===== src/hw/rtl/mme_pkg.sv =====
package mme_pkg;

    // Field widths
    localparam int VALUE_W     = 16;
    localparam int ELEM_W      = 32;
    localparam int IDX_W       = 3;
    localparam int FUNC_W      = 2;
    localparam int CFG_IDX_W   = 2;
    localparam int CFG_DATA_W  = 8;
    localparam int ROWS_CFG_W  = 4;
    localparam int INNER_CFG_W = 5;
    localparam int COLS_CFG_W  = 4;

    // Function codes of an input beat
    localparam logic [FUNC_W-1:0] FUNC_LOAD_A  = 2'd0;
    localparam logic [FUNC_W-1:0] FUNC_LOAD_B  = 2'd1;
    localparam logic [FUNC_W-1:0] FUNC_COMPUTE = 2'd2;

    // Configuration register indexes
    localparam logic [CFG_IDX_W-1:0] CFG_NUM_ROWS  = 2'd0;
    localparam logic [CFG_IDX_W-1:0] CFG_INNER_LEN = 2'd1;
    localparam logic [CFG_IDX_W-1:0] CFG_NUM_COLS  = 2'd2;

    // Configuration reset values
    localparam logic [ROWS_CFG_W-1:0]  ROWS_RST  = 4'd8;
    localparam logic [INNER_CFG_W-1:0] INNER_RST = 5'd16;
    localparam logic [COLS_CFG_W-1:0]  COLS_RST  = 4'd8;

    // Saturation limits of a product element
    localparam logic [ELEM_W-1:0] ELEM_MAX = 32'h7FFF_FFFF;
    localparam logic [ELEM_W-1:0] ELEM_MIN = 32'h8000_0000;

    // Control of the multiply-accumulate unit
    typedef struct packed {
        logic clear;
        logic valid;
    } mac_ctl_t;

endpackage


===== src/hw/rtl/mme_ram.sv =====
module mme_ram #(
    parameter int DATA_W = 16,
    parameter int DEPTH  = 128,
    parameter int ADDR_W = 7
) (
    input  logic              clk,
    input  logic              wr_en,
    input  logic [ADDR_W-1:0] wr_addr,
    input  logic [DATA_W-1:0] wr_data,
    input  logic [ADDR_W-1:0] rd_addr,
    output logic [DATA_W-1:0] rd_data
);

    logic [DATA_W-1:0] mem [DEPTH];
    logic [DATA_W-1:0] rd_data_reg;

    // Write port
    always_ff @(posedge clk) begin
        if (wr_en) begin
            mem[wr_addr] <= wr_data;
        end
    end

    // Registered read port
    always_ff @(posedge clk) begin
        rd_data_reg <= mem[rd_addr];
    end

    assign rd_data = rd_data_reg;

endmodule


===== src/hw/rtl/mme_mac.sv =====
module mme_mac #(
    parameter int ACC_W = 37
) (
    input  logic                             clk,
    input  logic                             rstn,
    input  mme_pkg::mac_ctl_t                ctl,
    input  logic signed [mme_pkg::VALUE_W-1:0] op_a,
    input  logic signed [mme_pkg::VALUE_W-1:0] op_b,
    output logic                             busy,
    output logic [mme_pkg::ELEM_W-1:0]       sat_out
);

    localparam int PROD_W = 2 * mme_pkg::VALUE_W;
    localparam int HI_W   = ACC_W - mme_pkg::ELEM_W + 1;

    logic signed [PROD_W-1:0] prod_reg;
    logic                     prod_vld_reg;
    logic signed [ACC_W-1:0]  acc_reg;
    logic [HI_W-1:0]          acc_hi;

    // Multiply stage
    always_ff @(posedge clk) begin
        if (!rstn) begin
            prod_vld_reg <= 1'b0;
        end else begin
            prod_vld_reg <= ctl.valid;
        end
    end

    always_ff @(posedge clk) begin
        prod_reg <= op_a * op_b;
    end

    // Accumulate stage; clear starts a new sum
    always_ff @(posedge clk) begin
        if (ctl.clear) begin
            acc_reg <= '0;
        end else if (prod_vld_reg) begin
            acc_reg <= acc_reg + ACC_W'(prod_reg);
        end
    end

    // Saturate the sum to the element range
    assign acc_hi = acc_reg[ACC_W-1:mme_pkg::ELEM_W-1];

    always_comb begin
        if ((&acc_hi) || !(|acc_hi)) begin
            sat_out = acc_reg[mme_pkg::ELEM_W-1:0];
        end else if (acc_reg[ACC_W-1]) begin
            sat_out = mme_pkg::ELEM_MIN;
        end else begin
            sat_out = mme_pkg::ELEM_MAX;
        end
    end

    assign busy = prod_vld_reg;

endmodule


===== src/hw/rtl/matrix_multiply_engine.sv =====
// Fixed-point matrix multiply. Load beats (func 0 for A, func 1 for B) write
// one signed Q8.8 element each in row-major order; the load position wraps
// after the last element of the configured matrix. A compute beat walks
// every product element, row by row, on one shared multiply-accumulate unit
// fed by the registered read ports of the two element memories: for each
// element the sequencer issues inner_len pairs of reads, then drains the
// pipeline and hands the sum to the output register once that is free.
// Sums are kept exactly and saturated to signed Q16.16. The input side
// is not ready while a compute runs; the final result may still wait in the
// output register while the next beat is taken. Element memories start
// undefined and need no clearing; read only elements that were loaded.
module matrix_multiply_engine #(
    parameter int MAX_ROWS  = 8,
    parameter int MAX_INNER = 16,
    parameter int MAX_COLS  = 8
) (
    input  logic                               aclk,
    input  logic                               aresetn,
    input  logic                               s_valid,
    output logic                               s_ready,
    input  logic [mme_pkg::FUNC_W-1:0]         s_func,
    input  logic signed [mme_pkg::VALUE_W-1:0] s_value,
    output logic                               m_valid,
    input  logic                               m_ready,
    output logic signed [mme_pkg::ELEM_W-1:0]  m_element,
    output logic [mme_pkg::IDX_W-1:0]          m_row,
    output logic [mme_pkg::IDX_W-1:0]          m_col,
    output logic                               m_last,
    input  logic                               cfg_valid,
    output logic                               cfg_ready,
    input  logic [mme_pkg::CFG_IDX_W-1:0]      cfg_index,
    input  logic [mme_pkg::CFG_DATA_W-1:0]     cfg_data
);

    localparam int A_DEPTH = MAX_ROWS * MAX_INNER;
    localparam int B_DEPTH = MAX_INNER * MAX_COLS;
    localparam int A_AW    = (A_DEPTH > 1) ? $clog2(A_DEPTH) : 1;
    localparam int B_AW    = (B_DEPTH > 1) ? $clog2(B_DEPTH) : 1;
    localparam int A_CW    = $clog2(A_DEPTH + 1);
    localparam int B_CW    = $clog2(B_DEPTH + 1);
    localparam int RW      = $clog2(MAX_ROWS + 1);
    localparam int IW      = $clog2(MAX_INNER + 1);
    localparam int CLW     = $clog2(MAX_COLS + 1);
    localparam int RIW     = (MAX_ROWS > 1) ? $clog2(MAX_ROWS) : 1;
    localparam int KW      = (MAX_INNER > 1) ? $clog2(MAX_INNER) : 1;
    localparam int CIW     = (MAX_COLS > 1) ? $clog2(MAX_COLS) : 1;
    localparam int ACC_W   = 2 * mme_pkg::VALUE_W + $clog2(MAX_INNER) + 1;

    localparam logic [1:0] ST_IDLE  = 2'd0;
    localparam logic [1:0] ST_RUN   = 2'd1;
    localparam logic [1:0] ST_DRAIN = 2'd2;

    // Configuration registers
    logic [mme_pkg::ROWS_CFG_W-1:0]  num_rows_reg;
    logic [mme_pkg::INNER_CFG_W-1:0] inner_len_reg;
    logic [mme_pkg::COLS_CFG_W-1:0]  num_cols_reg;

    // Sequencer state
    logic [1:0]      state_reg, state_next;
    logic [RIW-1:0]  row_reg, row_next;
    logic [CIW-1:0]  col_reg, col_next;
    logic [KW-1:0]   k_reg, k_next;
    logic [A_AW-1:0] a_base_reg, a_base_next;
    logic [A_AW-1:0] a_addr_reg, a_addr_next;
    logic [B_AW-1:0] b_addr_reg, b_addr_next;
    logic [A_AW-1:0] a_idx_reg, a_idx_next;
    logic [B_AW-1:0] b_idx_reg, b_idx_next;
    logic            rd_vld_reg;

    // Output register
    logic                        m_valid_reg, m_valid_next;
    logic [mme_pkg::ELEM_W-1:0]  m_element_reg;
    logic [mme_pkg::IDX_W-1:0]   m_row_reg;
    logic [mme_pkg::IDX_W-1:0]   m_col_reg;
    logic                        m_last_reg;

    // Derived dimensions and load positions
    logic [RW-1:0]   rows_cl, rows_m1;
    logic [IW-1:0]   inner_cl, inner_m1;
    logic [CLW-1:0]  cols_cl, cols_m1;
    logic [A_CW-1:0] a_count, a_pos_inc;
    logic [B_CW-1:0] b_count, b_pos_inc;
    logic [A_AW-1:0] a_pos, a_idx_adv;
    logic [B_AW-1:0] b_pos, b_idx_adv;
    logic            row_is_last, col_is_last, k_is_last, elem_last;
    logic            a_we, b_we, out_load;

    logic [mme_pkg::VALUE_W-1:0] a_rd_data, b_rd_data;
    logic [mme_pkg::ELEM_W-1:0]  mac_sat;
    logic                        mac_busy;
    mme_pkg::mac_ctl_t           mac_ctl;

    // Clamp register values into 1..maximum
    always_comb begin
        if (num_rows_reg == '0) begin
            rows_cl = RW'(1);
        end else if (num_rows_reg > MAX_ROWS) begin
            rows_cl = RW'(MAX_ROWS);
        end else begin
            rows_cl = RW'(num_rows_reg);
        end
        if (inner_len_reg == '0) begin
            inner_cl = IW'(1);
        end else if (inner_len_reg > MAX_INNER) begin
            inner_cl = IW'(MAX_INNER);
        end else begin
            inner_cl = IW'(inner_len_reg);
        end
        if (num_cols_reg == '0) begin
            cols_cl = CLW'(1);
        end else if (num_cols_reg > MAX_COLS) begin
            cols_cl = CLW'(MAX_COLS);
        end else begin
            cols_cl = CLW'(num_cols_reg);
        end
    end

    assign rows_m1  = rows_cl - RW'(1);
    assign inner_m1 = inner_cl - IW'(1);
    assign cols_m1  = cols_cl - CLW'(1);

    assign row_is_last = (RW'(row_reg) == rows_m1);
    assign col_is_last = (CLW'(col_reg) == cols_m1);
    assign k_is_last   = (IW'(k_reg) == inner_m1);
    assign elem_last   = row_is_last && col_is_last;

    // Load positions: restart at zero when out of range, wrap after the last
    assign a_count   = A_CW'(rows_cl) * A_CW'(inner_cl);
    assign a_pos     = (A_CW'(a_idx_reg) >= a_count) ? '0 : a_idx_reg;
    assign a_pos_inc = A_CW'(a_pos) + A_CW'(1);
    assign a_idx_adv = (a_pos_inc >= a_count) ? '0 : A_AW'(a_pos_inc);

    assign b_count   = B_CW'(inner_cl) * B_CW'(cols_cl);
    assign b_pos     = (B_CW'(b_idx_reg) >= b_count) ? '0 : b_idx_reg;
    assign b_pos_inc = B_CW'(b_pos) + B_CW'(1);
    assign b_idx_adv = (b_pos_inc >= b_count) ? '0 : B_AW'(b_pos_inc);

    assign s_ready   = (state_reg == ST_IDLE);
    assign cfg_ready = 1'b1;
    assign a_we      = s_valid && s_ready && (s_func == mme_pkg::FUNC_LOAD_A);
    assign b_we      = s_valid && s_ready && (s_func == mme_pkg::FUNC_LOAD_B);

    // Sequencer: loads, then per element a run of reads and a drain
    always_comb begin
        state_next    = state_reg;
        row_next      = row_reg;
        col_next      = col_reg;
        k_next        = k_reg;
        a_base_next   = a_base_reg;
        a_addr_next   = a_addr_reg;
        b_addr_next   = b_addr_reg;
        a_idx_next    = a_idx_reg;
        b_idx_next    = b_idx_reg;
        out_load      = 1'b0;
        mac_ctl.valid = rd_vld_reg;
        mac_ctl.clear = 1'b0;
        case (state_reg)
            ST_IDLE: begin
                if (s_valid) begin
                    case (s_func)
                        mme_pkg::FUNC_LOAD_A: begin
                            a_idx_next = a_idx_adv;
                        end
                        mme_pkg::FUNC_LOAD_B: begin
                            b_idx_next = b_idx_adv;
                        end
                        mme_pkg::FUNC_COMPUTE: begin
                            state_next    = ST_RUN;
                            row_next      = '0;
                            col_next      = '0;
                            k_next        = '0;
                            a_base_next   = '0;
                            a_addr_next   = '0;
                            b_addr_next   = '0;
                            mac_ctl.clear = 1'b1;
                        end
                        default: begin
                        end
                    endcase
                end
            end
            ST_RUN: begin
                // Issue one pair of reads per cycle
                if (k_is_last) begin
                    state_next = ST_DRAIN;
                end else begin
                    k_next      = k_reg + KW'(1);
                    a_addr_next = a_addr_reg + A_AW'(1);
                    b_addr_next = b_addr_reg + B_AW'(cols_cl);
                end
            end
            ST_DRAIN: begin
                // Hand the finished sum to the output and start the next element
                if (!rd_vld_reg && !mac_busy && (!m_valid_reg || m_ready)) begin
                    out_load = 1'b1;
                    if (elem_last) begin
                        state_next = ST_IDLE;
                    end else begin
                        state_next    = ST_RUN;
                        mac_ctl.clear = 1'b1;
                        k_next        = '0;
                        if (col_is_last) begin
                            col_next    = '0;
                            row_next    = row_reg + RIW'(1);
                            a_base_next = a_base_reg + A_AW'(inner_cl);
                            a_addr_next = a_base_reg + A_AW'(inner_cl);
                            b_addr_next = '0;
                        end else begin
                            col_next    = col_reg + CIW'(1);
                            a_addr_next = a_base_reg;
                            b_addr_next = B_AW'(col_reg) + B_AW'(1);
                        end
                    end
                end
            end
            default: begin
                state_next = ST_IDLE;
            end
        endcase
    end

    // Hold the result until taken
    always_comb begin
        if (out_load) begin
            m_valid_next = 1'b1;
        end else if (m_ready) begin
            m_valid_next = 1'b0;
        end else begin
            m_valid_next = m_valid_reg;
        end
    end

    // Control registers
    always_ff @(posedge aclk) begin
        if (!aresetn) begin
            state_reg     <= ST_IDLE;
            row_reg       <= '0;
            col_reg       <= '0;
            k_reg         <= '0;
            a_base_reg    <= '0;
            a_addr_reg    <= '0;
            b_addr_reg    <= '0;
            a_idx_reg     <= '0;
            b_idx_reg     <= '0;
            rd_vld_reg    <= 1'b0;
            m_valid_reg   <= 1'b0;
            num_rows_reg  <= mme_pkg::ROWS_RST;
            inner_len_reg <= mme_pkg::INNER_RST;
            num_cols_reg  <= mme_pkg::COLS_RST;
        end else begin
            state_reg   <= state_next;
            row_reg     <= row_next;
            col_reg     <= col_next;
            k_reg       <= k_next;
            a_base_reg  <= a_base_next;
            a_addr_reg  <= a_addr_next;
            b_addr_reg  <= b_addr_next;
            a_idx_reg   <= a_idx_next;
            b_idx_reg   <= b_idx_next;
            rd_vld_reg  <= (state_reg == ST_RUN);
            m_valid_reg <= m_valid_next;
            if (cfg_valid && cfg_ready) begin
                case (cfg_index)
                    mme_pkg::CFG_NUM_ROWS: begin
                        num_rows_reg <= cfg_data[mme_pkg::ROWS_CFG_W-1:0];
                    end
                    mme_pkg::CFG_INNER_LEN: begin
                        inner_len_reg <= cfg_data[mme_pkg::INNER_CFG_W-1:0];
                    end
                    mme_pkg::CFG_NUM_COLS: begin
                        num_cols_reg <= cfg_data[mme_pkg::COLS_CFG_W-1:0];
                    end
                    default: begin
                    end
                endcase
            end
        end
    end

    // Result payload
    always_ff @(posedge aclk) begin
        if (out_load) begin
            m_element_reg <= mac_sat;
            m_row_reg     <= mme_pkg::IDX_W'(row_reg);
            m_col_reg     <= mme_pkg::IDX_W'(col_reg);
            m_last_reg    <= elem_last;
        end
    end

    assign m_valid   = m_valid_reg;
    assign m_element = m_element_reg;
    assign m_row     = m_row_reg;
    assign m_col     = m_col_reg;
    assign m_last    = m_last_reg;

    mme_ram #(
        .DATA_W (mme_pkg::VALUE_W),
        .DEPTH  (A_DEPTH),
        .ADDR_W (A_AW)
    ) u_a_ram (
        .clk     (aclk),
        .wr_en   (a_we),
        .wr_addr (a_pos),
        .wr_data (s_value),
        .rd_addr (a_addr_reg),
        .rd_data (a_rd_data)
    );

    mme_ram #(
        .DATA_W (mme_pkg::VALUE_W),
        .DEPTH  (B_DEPTH),
        .ADDR_W (B_AW)
    ) u_b_ram (
        .clk     (aclk),
        .wr_en   (b_we),
        .wr_addr (b_pos),
        .wr_data (s_value),
        .rd_addr (b_addr_reg),
        .rd_data (b_rd_data)
    );

    mme_mac #(
        .ACC_W (ACC_W)
    ) u_mac (
        .clk     (aclk),
        .rstn    (aresetn),
        .ctl     (mac_ctl),
        .op_a    ($signed(a_rd_data)),
        .op_b    ($signed(b_rd_data)),
        .busy    (mac_busy),
        .sat_out (mac_sat)
    );

endmodule


===== config.mk =====
export PLATFORM = sky130hd
export DESIGN_NAME = matrix_multiply_engine
export DESIGN_NICKNAME = d
export VERILOG_FILES = /design/src/hw/rtl/mme_pkg.sv /design/src/hw/rtl/mme_ram.sv /design/src/hw/rtl/mme_mac.sv /design/src/hw/rtl/matrix_multiply_engine.sv
export SDC_FILE = /design/constraint.sdc
export NUM_CORES = 2
export LEC_CHECK = 0
export CAP_MARGIN = 15
export CORE_ASPECT_RATIO = 0.7
export CORE_MARGIN = 3
export CORE_UTILIZATION = 50
export CTS_BUF_LIST = sky130_fd_sc_hd__clkbuf_4
export CTS_CLUSTER_SIZE = 20
export DETAILED_ROUTE_END_ITERATION = 16
export DONT_BUFFER_PORTS = 1
export PLACE_DENSITY_LB_ADDON = 0.25
export SLEW_MARGIN = 30
export SYNTH_ARGS = -nofsm -noshare
export SYNTH_HDL_FRONTEND = slang
export SYNTH_SLANG_ARGS = --single-unit

===== constraint.sdc =====
create_clock -name aclk -period 6.44 [get_ports aclk]
set_clock_uncertainty 0.2 [all_clocks]
set_input_delay 1.61 -clock aclk [delete_from_list [all_inputs] [get_ports aclk]]
set_output_delay 1.61 -clock aclk [all_outputs]
set_load 0.1 [all_outputs]

==> impl_results.md <==
- Yosys reg bits: 4299
- CP Launch Type: register
- WL/cell: 30.3 um
- Share of synthesized registers carrying an async set or reset: 0%
- Worst setup margin: 0.106 ns
- CTS tree: done
- Syn Std Cell Area: 177000 sq um
- Area leader, netlist: edfxtp_1
- CP Max Fanout: 16
- GRT Overall Usage: 25.0%
- Final setup viols: 0
- Clock root buffer master: clkbuf_4
- Status: completed
- Vias in the first global route: 90900
- WL final: 454000 um
- First-pass GRT wire length: 650000 um
- Crit end category: register
- Share of the synthesized area in the top cell type: 70.0%
- Placed cell areas: 187000 sq um
- Design Area, Final: 200000 sq um
- CP Class: reg2reg
- Die height: 504 um
- DRC: 0
- Row cnt: 182
- Total grt overflow: 0
- Layout area overhead: 13.0%
- Peak VDD IR: 1.07 mV
- Slew @ Worst Pin: 1.25 ns
- Die area: 362000 sq um
- Cell count after placement: 13200
- Synthesized Nets: 8935
- Reg clk slew, reported paths: 0.07 ns
- Skew-Pair Late Insertion Delay: 1.50 ns
- Final Max Tran Viols: 0
- Reg2reg path depth: 18
- Fin cells: 15000
- Peak Freq: 158 MHz
- Total CTS buffers: 963
- Total number of vias: 90900
- Final HPWL DP: 255000 um
- Initial Util: 50.4%
- Ports: 75
- Post-layout net count: 10000
- Final core occ: 56.9%
- Most common cell in the synthesized netlist: edfxtp_1
- CTS Buffer Depth: 4
- Routability Congestion: 0.870
- Commonest cells in the netlist: 4135 x edfxtp_1, 1344 x mux4_2, 370 x nor2_1, 341 x inv_1, 309 x clkbuf_1
- Crit share post-route: 98.4%
- Initial antenna violation count: 46
- Fraction of layout cells with a size suffix above 1: 34.6%
- Post-synth EDFFs: 4135
- Vias/cell: 6.07
- Hold_ws: 0.182 ns
- Storage element area: 128000 sq um
- Int Pwr: 49.9 mW
- Final Hold Viols: 0
- Flop pwr share: 45.0%
- Net Sw Frac: 28.6%
- Final Power: 69.9 mW
- PortBufs: 0
- Setup TNS Final: 0 ns
- Final ANT Viol Nets: 0
- Filler Cell Count: 26300
- MaxCap Viol Count: 0
- Worst min-delay path class: in2reg
- Ys Warns: 0
- Comb power frac: 24.7%
- Syn Inst Count: 8437
- Data required, critical path: 7.27 ns
- CTS H-tree depth: 6
- Sink Count: 4299
- Starting DRT DRC Count: 13300
- Max-slew headroom: 16.8%
- Die outline width: 718 um
- Core area: 352000 sq um
- Area of the multi-input gates: 47300 sq um
- Pin count of the biggest net entering global routing: 249
- Fin crit period: 6.33 ns
- Hold Crit Depth: 0
- Drt first pass iters: 5
- PwrDens: 349 nW/um^2
- Clock power frac: 30.3%
- Switch Pwr: 20.0 mW
- Dpl ws: -0.184 ns
- Cell variety after synth: 72
- Static Leak: 64.4 nW
- Dominant synthesized flop cell: edfxtp_1
- Data arrival, critical path: 7.17 ns
- Sequential cell area fraction in the yosys report: 71.9%
- Mean Syn Cell Area: 21.0 sq um
- RSZ-0062 raised after global routing: true
- Ranking of synthesized cells by area: edfxtp_1 70%, mux4_2 17%, fa_1 3.1%
## worst max-delay path: stages (launching register included)
cell and delay (ns):
dfxtp_4 0.37, inv_1 0.06, or3_4 0.37, fa_1 0.55, inv_1 0.06, fa_1 0.48, fa_2 0.60, inv_1 0.08
ha_2 0.18, a2111o_1 0.38, a31o_1 0.22, a21o_1 0.20, maj3_2 0.32, and2_4 0.19, buf_4 0.16, or2_1 0.25
or4b_4 0.83, nor2_2 0.25, buf_12 0.22
## cell usage in the layout (no fill, tap or decap), types with 68 or more instances in the layout
| cell type | count |
|---|---|
| fa_1 | 272 |
| a21o_1 | 79 |
| inv_1 | 337 |
| and2_1 | 112 |
| nand2_1 | 262 |
| clkbuf_4 | 1426 |
| nor2_1 | 354 |
| buf_12 | 116 |
| a21oi_1 | 84 |
| buf_4 | 411 |
| xnor2_1 | 68 |
| mux4_2 | 1344 |
| ha_1 | 181 |
| clkinv_1 | 196 |
| dfxtp_1 | 138 |
| edfxtp_1 | 4135 |
## what timing repair did
action	4_1_cts	5_1_grt
setup endpoints to repair	49	124
setup buffers	1	4
resized for setup	19	72
pin swaps	5	20
hold endpoints to repair	535	0
hold buffers	38	0
## layout make-up
cell class                 instances  share of cell area (%)
antenna                           22                  0.0275
clock buffer                    1426                    5.34
clock inverter                   272                   0.788
inverter                         347                   0.652
multi-input combinational       3361                    23.6
sequential                      4299                    63.6
tap                             4692                    2.93
timing repair buffer             571                    3.03
## worst paths after layout
| kind | start | end | slack (ns) |
|---|---|---|---|
| max | inner_len_reg[2]$_SDFFE_PN0P_ | u_a_ram.mem[92][2]$_DFFE_PP_ | 0.11 |
| min | s_value[13] | u_a_ram.mem[74][13]$_DFFE_PP_ | 0.18 |
| max reg2reg | inner_len_reg[2]$_SDFFE_PN0P_ | u_a_ram.mem[92][2]$_DFFE_PP_ | 0.11 |
| min reg2reg | a_base_reg[3]$_SDFFE_PN0P_ | a_base_reg[3]$_SDFFE_PN0P_ | 0.30 |
## power groups by stage
| stage | registers, mW | clock network [mW] | logic [mW] |
|---|---|---|---|
| floorplan | 31.9 | 0 | 11.5 |
| global placement | 32.1 | 0 | 16.3 |
| detailed placement | 32.1 | 0 | 16.5 |
| CTS | 31.4 | 21.7 | 16.8 |
| global route | 31.4 | 23.1 | 19.3 |
| finish | 31.5 | 21.2 | 17.3 |
## routing by layer
layer	global-route usage (%)	share of wire [%]	up-vias	wire length, um
met2	34.0	43	5217	193000
met5	0	0.018	-	82
met1	39.2	42	47900	193000
met3	8.06	13	559	58800
met4	6.03	2.0	12	9040
li1	-	-	37200	-
## logic make-up after synthesis
family / count (synthesis) / share of synthesized area [%]
AOI/OAI and AO/OA: 385 / 1.42
xor gates and xnor gates: 102 / 0.504
adders and majority gates: 468 / 4.47
buffers and inverters: 777 / 1.66
DFF: 4299 / 71.9
muxes: 1411 / 17.5
other: 1 / 0.00211
and+or+nand+nor: 994 / 2.60
No activity file was read; power rests on OpenSTA's default activity.
